### src/sv/adrc_pkg.sv
// Shared types, codes and helpers for the ADRC speed controller.
// Used by adrc_mul_unit and adrc_speed_controller_core; no dependencies.
package adrc_pkg;

    // Operand and value widths
    localparam int A_W = 41;  // magnitude operand
    localparam int B_W = 56;  // unsigned coefficient operand
    localparam int V_W = 40;  // saturated signed state value

    // Post-product right shift selection
    localparam logic [2:0] SH_NONE = 3'd0;
    localparam logic [2:0] SH_8    = 3'd1;
    localparam logic [2:0] SH_16   = 3'd2;
    localparam logic [2:0] SH_24   = 3'd3;
    localparam logic [2:0] SH_32   = 3'd4;

    // Configuration register indexes
    localparam logic [3:0] REG_TARGET_SPEED   = 4'd0;
    localparam logic [3:0] REG_SPEED_SCALE    = 4'd1;
    localparam logic [3:0] REG_STEP_TIME      = 4'd2;
    localparam logic [3:0] REG_OBS_GAIN_ONE   = 4'd3;
    localparam logic [3:0] REG_OBS_GAIN_TWO   = 4'd4;
    localparam logic [3:0] REG_TRACKING_GAIN  = 4'd5;
    localparam logic [3:0] REG_CONTROL_GAIN   = 4'd6;
    localparam logic [3:0] REG_INV_CTRL_GAIN  = 4'd7;

    typedef struct packed {
        logic           start;
        logic [A_W-1:0] a_mag;
        logic           neg;
        logic [B_W-1:0] b;
        logic [2:0]     shift;
        logic           a_two;  // magnitude needs both 32-bit limbs
        logic           b_two;  // coefficient needs both limbs
    } mul_req_t;

    typedef struct packed {
        logic                  done;
        logic signed [V_W-1:0] res;
        logic [B_W-1:0]        raw;
    } mul_rsp_t;

    function automatic logic signed [V_W-1:0] sat40(input logic signed [V_W+1:0] v);
        logic signed [V_W-1:0] r;
        if (v[V_W+1:V_W-1] == 3'b000 || v[V_W+1:V_W-1] == 3'b111) begin
            r = v[V_W-1:0];
        end else if (v[V_W+1]) begin
            r = {1'b1, {(V_W-1){1'b0}}};
        end else begin
            r = {1'b0, {(V_W-1){1'b1}}};
        end
        return r;
    endfunction

    function automatic logic [31:0] sat32(input logic signed [V_W-1:0] v);
        logic [31:0] r;
        if (v[V_W-1:31] == '0 || v[V_W-1:31] == '1) begin
            r = v[31:0];
        end else if (v[V_W-1]) begin
            r = 32'h8000_0000;
        end else begin
            r = 32'h7FFF_FFFF;
        end
        return r;
    endfunction

    function automatic logic signed [V_W+1:0] sx42(input logic signed [V_W-1:0] v);
        logic signed [V_W+1:0] r;
        r = {{2{v[V_W-1]}}, v};
        return r;
    endfunction

    function automatic logic [A_W-1:0] abs41(input logic signed [A_W-1:0] v);
        logic [A_W-1:0] r;
        r = v[A_W-1] ? (~v + {{(A_W-1){1'b0}}, 1'b1}) : v;
        return r;
    endfunction

endpackage

### src/sv/adrc_mul_unit.sv
// Shared multiply unit: 32x32 limb products accumulated over cycles, then a
// truncating right shift and saturation to signed 40 bits. Uses adrc_pkg.
module adrc_mul_unit import adrc_pkg::*; (
    input  logic     aclk,
    input  logic     aresetn,
    input  mul_req_t req,
    output mul_rsp_t rsp
);

    localparam logic [2:0] ST_IDLE  = 3'd0;
    localparam logic [2:0] ST_RUN   = 3'd1;
    localparam logic [2:0] ST_DRAIN = 3'd2;
    localparam logic [2:0] ST_SHIFT = 3'd3;
    localparam logic [2:0] ST_SAT   = 3'd4;

    localparam int ACC_W = A_W + B_W;

    logic [2:0]            st_reg, st_next;
    logic [A_W-1:0]        a_reg;
    logic [B_W-1:0]        b_reg;
    logic                  neg_reg;
    logic [2:0]            sh_reg;
    logic                  a_two_reg, b_two_reg;
    logic                  i_reg, j_reg;
    logic [63:0]           pp_reg;
    logic [1:0]            off_reg;
    logic                  pp_vld_reg;
    logic [ACC_W-1:0]      acc_reg;
    logic                  hi_reg;
    logic [V_W-1:0]        lo_reg;
    logic signed [V_W-1:0] res_reg;
    logic                  done_reg;

    logic [31:0]      a_limb, b_limb;
    logic [ACC_W-1:0] acc_sum, shifted;
    logic [V_W-1:0]   lim, q;

    assign a_limb = i_reg ? {{(64-A_W){1'b0}}, a_reg[A_W-1:32]} : a_reg[31:0];
    assign b_limb = j_reg ? {{(64-B_W){1'b0}}, b_reg[B_W-1:32]} : b_reg[31:0];

    always_comb begin
        unique case (off_reg)
            2'd0:    acc_sum = acc_reg + {{(ACC_W-64){1'b0}}, pp_reg};
            2'd1:    acc_sum = acc_reg + {{(ACC_W-96){1'b0}}, pp_reg, 32'b0};
            2'd2:    acc_sum = acc_reg + {pp_reg[ACC_W-65:0], 64'b0};
            default: acc_sum = acc_reg;
        endcase
    end

    always_comb begin
        unique case (sh_reg)
            SH_8:    shifted = acc_reg >> 8;
            SH_16:   shifted = acc_reg >> 16;
            SH_24:   shifted = acc_reg >> 24;
            SH_32:   shifted = acc_reg >> 32;
            default: shifted = acc_reg;
        endcase
    end

    // A negative result may reach one step further than a positive one
    assign lim = neg_reg ? {1'b1, {(V_W-1){1'b0}}} : {1'b0, {(V_W-1){1'b1}}};
    assign q   = (hi_reg || lo_reg > lim) ? lim : lo_reg;

    always_comb begin
        st_next = st_reg;
        unique case (st_reg)
            ST_IDLE:  if (req.start) st_next = ST_RUN;
            ST_RUN:   if (i_reg == a_two_reg && j_reg == b_two_reg) st_next = ST_DRAIN;
            ST_DRAIN: st_next = ST_SHIFT;
            ST_SHIFT: st_next = ST_SAT;
            ST_SAT:   st_next = ST_IDLE;
            default:  st_next = ST_IDLE;
        endcase
    end

    always_ff @(posedge aclk) begin
        if (!aresetn) begin
            st_reg     <= ST_IDLE;
            pp_vld_reg <= 1'b0;
            done_reg   <= 1'b0;
        end else begin
            st_reg     <= st_next;
            pp_vld_reg <= (st_reg == ST_RUN);
            done_reg   <= (st_reg == ST_SAT);
        end
    end

    always_ff @(posedge aclk) begin
        if (st_reg == ST_IDLE && req.start) begin
            a_reg     <= req.a_mag;
            b_reg     <= req.b;
            neg_reg   <= req.neg;
            sh_reg    <= req.shift;
            a_two_reg <= req.a_two;
            b_two_reg <= req.b_two;
            i_reg     <= 1'b0;
            j_reg     <= 1'b0;
            acc_reg   <= '0;
        end else if (pp_vld_reg) begin
            acc_reg <= acc_sum;
        end
        if (st_reg == ST_RUN) begin
            pp_reg  <= a_limb * b_limb;
            off_reg <= {1'b0, i_reg} + {1'b0, j_reg};
            // walk coefficient limbs inside magnitude limbs
            if (j_reg != b_two_reg) begin
                j_reg <= 1'b1;
            end else begin
                j_reg <= 1'b0;
                i_reg <= 1'b1;
            end
        end
        if (st_reg == ST_SHIFT) begin
            hi_reg <= |shifted[ACC_W-1:V_W];
            lo_reg <= shifted[V_W-1:0];
        end
        if (st_reg == ST_SAT) begin
            res_reg <= neg_reg ? -q : q;
        end
    end

    assign rsp.done = done_reg;
    assign rsp.res  = res_reg;
    assign rsp.raw  = acc_reg[B_W-1:0];

endmodule
### config.mk
export PLATFORM = sky130hd
export DESIGN_NAME = adrc_mul_unit
export DESIGN_NICKNAME = d
export VERILOG_FILES = /design/src/sv/adrc_pkg.sv /design/src/sv/adrc_mul_unit.sv
export SDC_FILE = /design/constraint.sdc
export NUM_CORES = 2
export LEC_CHECK = 0
export BUFFER_PORTS_ARGS = -buffer_cell sky130_fd_sc_hd__buf_2
export CAP_MARGIN = 10
export CELL_PAD_IN_SITES_DETAIL_PLACEMENT = 1
export CELL_PAD_IN_SITES_GLOBAL_PLACEMENT = 2
export CORE_ASPECT_RATIO = 0.6
export CORE_UTILIZATION = 44
export DETAILED_ROUTE_END_ITERATION = 10
export GPL_TIMING_DRIVEN = 0
export PLACE_DENSITY = 0.95
export REMOVE_ABC_BUFFERS = 1
export SETUP_SLACK_MARGIN = 0.2
export SLEW_MARGIN = 20
export SYNTH_ARGS = -nofsm -noshare
export SYNTH_HDL_FRONTEND = slang
export SYNTH_SLANG_ARGS = --single-unit
### constraint.sdc
create_clock -name aclk -period 19.8 [get_ports aclk]
set_input_delay 2.97 -clock aclk [delete_from_list [all_inputs] [get_ports aclk]]
set_output_delay 2.97 -clock aclk [all_outputs]
set_load 0.02 [all_outputs]
==> impl_metrics.py <==
metrics = {
    "global_route": {
        "grt_pass1_vias": 54970,
        "grt_pass1_wl_um": 364100,
        "grt_use_met2": 0.4899,
        "use_met3": 0.1266,
        "antenna_found_initial": 16,
        "grt_max_degree": 72,
        "grt_usage": 0.3630,
        "grt_most_used_layer": "met1",
        "overflow": 0,
        "grtUsageMet1": 0.5436,
    },
    "worst_setup_path": {
        "end_kind": "flip-flop",
        "r2r_end": "pp_reg[63]",
        "worstPathMaxFanout": 18,
        "crit_start": "j_reg",
        "timing.rr.start": "j_reg",
        "arrival_ns": 12.14,
        "worst-setup-path-type": "reg2reg",
        "critical_path.startpoint_type": "flip-flop",
        "r2r_slack_ns": 8.05,
        "crit_path_frequent_cell": "fa_1",
        "crit_slowest_cell": "edfxtp_1",
        "required_ns": 20.19,
        "max_stage_delay_ns": 0.81,
        "r2r_cells": 29,
    },
    "logic_synthesis": {
        "seq_area_frac_synth": 0.1621,
        "ys_warn_count": 0,
        "synth_top_area_cell": "fa_1",
        "syn_area_mm2": 0.05922,
        "async_reset_ff_frac": 0,
        "synth-main-ff-cell": "edfxtp_1",
        "synth_commonest_cells": "inv_1, fa_1, nor2_1",
        "avgSynthCellArea_um2": 8.706,
        "netlist.area_leader.share": 0.3039,
        "post-synth-top-count-cell": "inv_1",
        "syn_inst": 6802,
        "synth.distinct_cells": 95,
        "synth_edf_count": 251,
        "ys_top_cells_by_area": "fa_1, edfxtp_1, ha_1, inv_1, nor2_1",
        "ys_seq_elements": 354,
    },
    "worst_hold_path": {
        "hp-start": "acc_reg[5]",
        "whs_path_depth": 2,
        "holdPathEnd": "acc_reg[5]",
        "hp-class": "reg2reg",
    },
    "routing": {
        "wire_per_inst_um": 28.85,
        "vias": 53070,
        "drc": 0,
        "drt_wl_total_um": 246700,
        "vias_per_cell": 6.206,
        "drt_iter0_drc": 5666,
        "drtPass1Iterations": 6,
        "ant_nets": 0,
    },
    "clock_tree": {
        "cts-root-buf": "clkbuf_16",
        "cts.path.max_buffers": 3,
        "cts_sinks": 354,
        "ctsHoldBuffers": 0,
        "h-tree-depth": 2,
        "post_cts_buffers": 0,
        "clk_pin_slew_ns": 0.07,
        "cts_made_buffers": 43,
        "cts_resized": 0,
        "clkLatencyLatePin_ns": 0.67,
        "cts_tree": "built",
    },
    "timing": {
        "max_clock_freq_mhz": 85.13,
        "setup_violations": 0,
        "layout_min_cycle_time_ns": 11.75,
        "finalCritPeriodShare": 0.5933,
        "slew_headroom": 0.1870,
        "setup_tns_ns": 0,
        "grt_setup_unrepaired": "no",
        "finalMaxSlewViolations": 0,
        "hold_viol_final": 0,
        "worst_pin_slew_ns": 1.217,
        "clock_skew_ns": 0.04338,
    },
    "floorplanning": {
        "start_util": 0.4470,
        "die-height_um": 286.2,
        "pin_count": 203,
        "fp-row-count": 103,
        "die_width_um": 475.6,
        "coreArea_mm2": 0.1325,
        "dieArea_mm2": 0.1361,
    },
    "place": {
        "io_buffers": 202,
        "gp_congestion": 0.9963,
        "post-dp-hpwl_um": 201600,
    },
    "finish": {
        "multi_input_area_mm2": 0.04495,
        "largest_reg_flops": 97,
        "fill_cells": 15430,
        "final-seq-area_mm2": 0.009603,
        "layout.nets": 8196,
        "syn_to_final_growth_pct": 9.142,
        "layout-drive-gt1-share": 0.08227,
    },
    "run_status": {
        "status": "complete, no violations",
    },
    "run": {
        "cap_viol_max_count": 0,
    },
}
-- layout by cell type (no fill, tap or decap), types with 51 or more instances in the layout --
cell type    n
nand4_1     80
fa_1       899
nor3_1      81
nor2_1     863
edfxtp_1   251
nand2_1    724
nand3_1     76
o21ai_0    276
a22oi_1     62
xnor2_1    137
buf_2      202
mux2_2      51
a211oi_1    53
a21oi_1    380
inv_1      941
a21o_1     128
dfxtp_1    102
ha_1       466
xor2_1      69
-- metrics by stage --
stage | instances | setup slack, ns | hold slack [ns] | area (um2) | util
after floorplan | 6383 | 9.675 | 0.4945 | 57420 | -
after global placement | 8370 | 5.555 | 0.5032 | 60660 | 0.4579
after detailed placement | 8461 | 8.543 | 0.5176 | 63090 | 0.4762
after CTS | 8541 | 8.483 | 0.5249 | 64550 | 0.4873
after global routing | 8543 | 7.858 | 0.5838 | 64610 | 0.4877
final | 8551 | 8.053 | 0.5298 | 64630 | 0.4879
-- worst max-delay path, delay by kind of cell (launching register included) --
family                     cells  cell delay [ns]
buffers and inverters          8             1.50
xor gates and xnor gates       1             0.14
adders and majority gates      9             4.72
AOI/OAI and AO/OA              6             2.34
DFF                            1             0.81
muxes                          1             0.59
and+or+nand+nor                4             1.29
-- worst max path at each step --
stage	cells after the start	endpoint	slack, ns
finish	29	pp_reg[63]	8.05
global route	29	pp_reg[63]	7.86
CTS	29	pp_reg[63]	8.48
detailed placement	29	pp_reg[62]	8.54
global placement	26	pp_reg[62]	5.55
floorplan	26	pp_reg[62]	9.68
-- metal layers --
layer / routed length [um] / share of wire
met5: 70 / 0.00028
met2: 96860 / 0.39
met4: 6794 / 0.028
met3: 33310 / 0.14
met1: 109600 / 0.44
-- layout make-up --
cell class / instances / share of cell area
multi-input combinational: 5083 / 0.6955
sequential: 354 / 0.1486
inverter: 946 / 0.05506
timing repair buffer: 295 / 0.04336
tap: 1785 / 0.03456
clock buffer: 54 / 0.01824
clock inverter: 26 / 0.004414
antenna: 8 / 0.0003097
-- cell families after synthesis --
kind of cell / after synthesis / synth area share
compound gates: 1256 / 0.1355
xor+xnor: 207 / 0.03062
fa+ha+maj: 1367 / 0.4028
buf+inv: 1365 / 0.09041
flops: 354 / 0.1621
mux: 121 / 0.02153
simple gates: 2132 / 0.1570
Power is left out: the tool's default activity adds up to more than one toggle a clock period on the data nets, which glitch-free logic cannot reach.
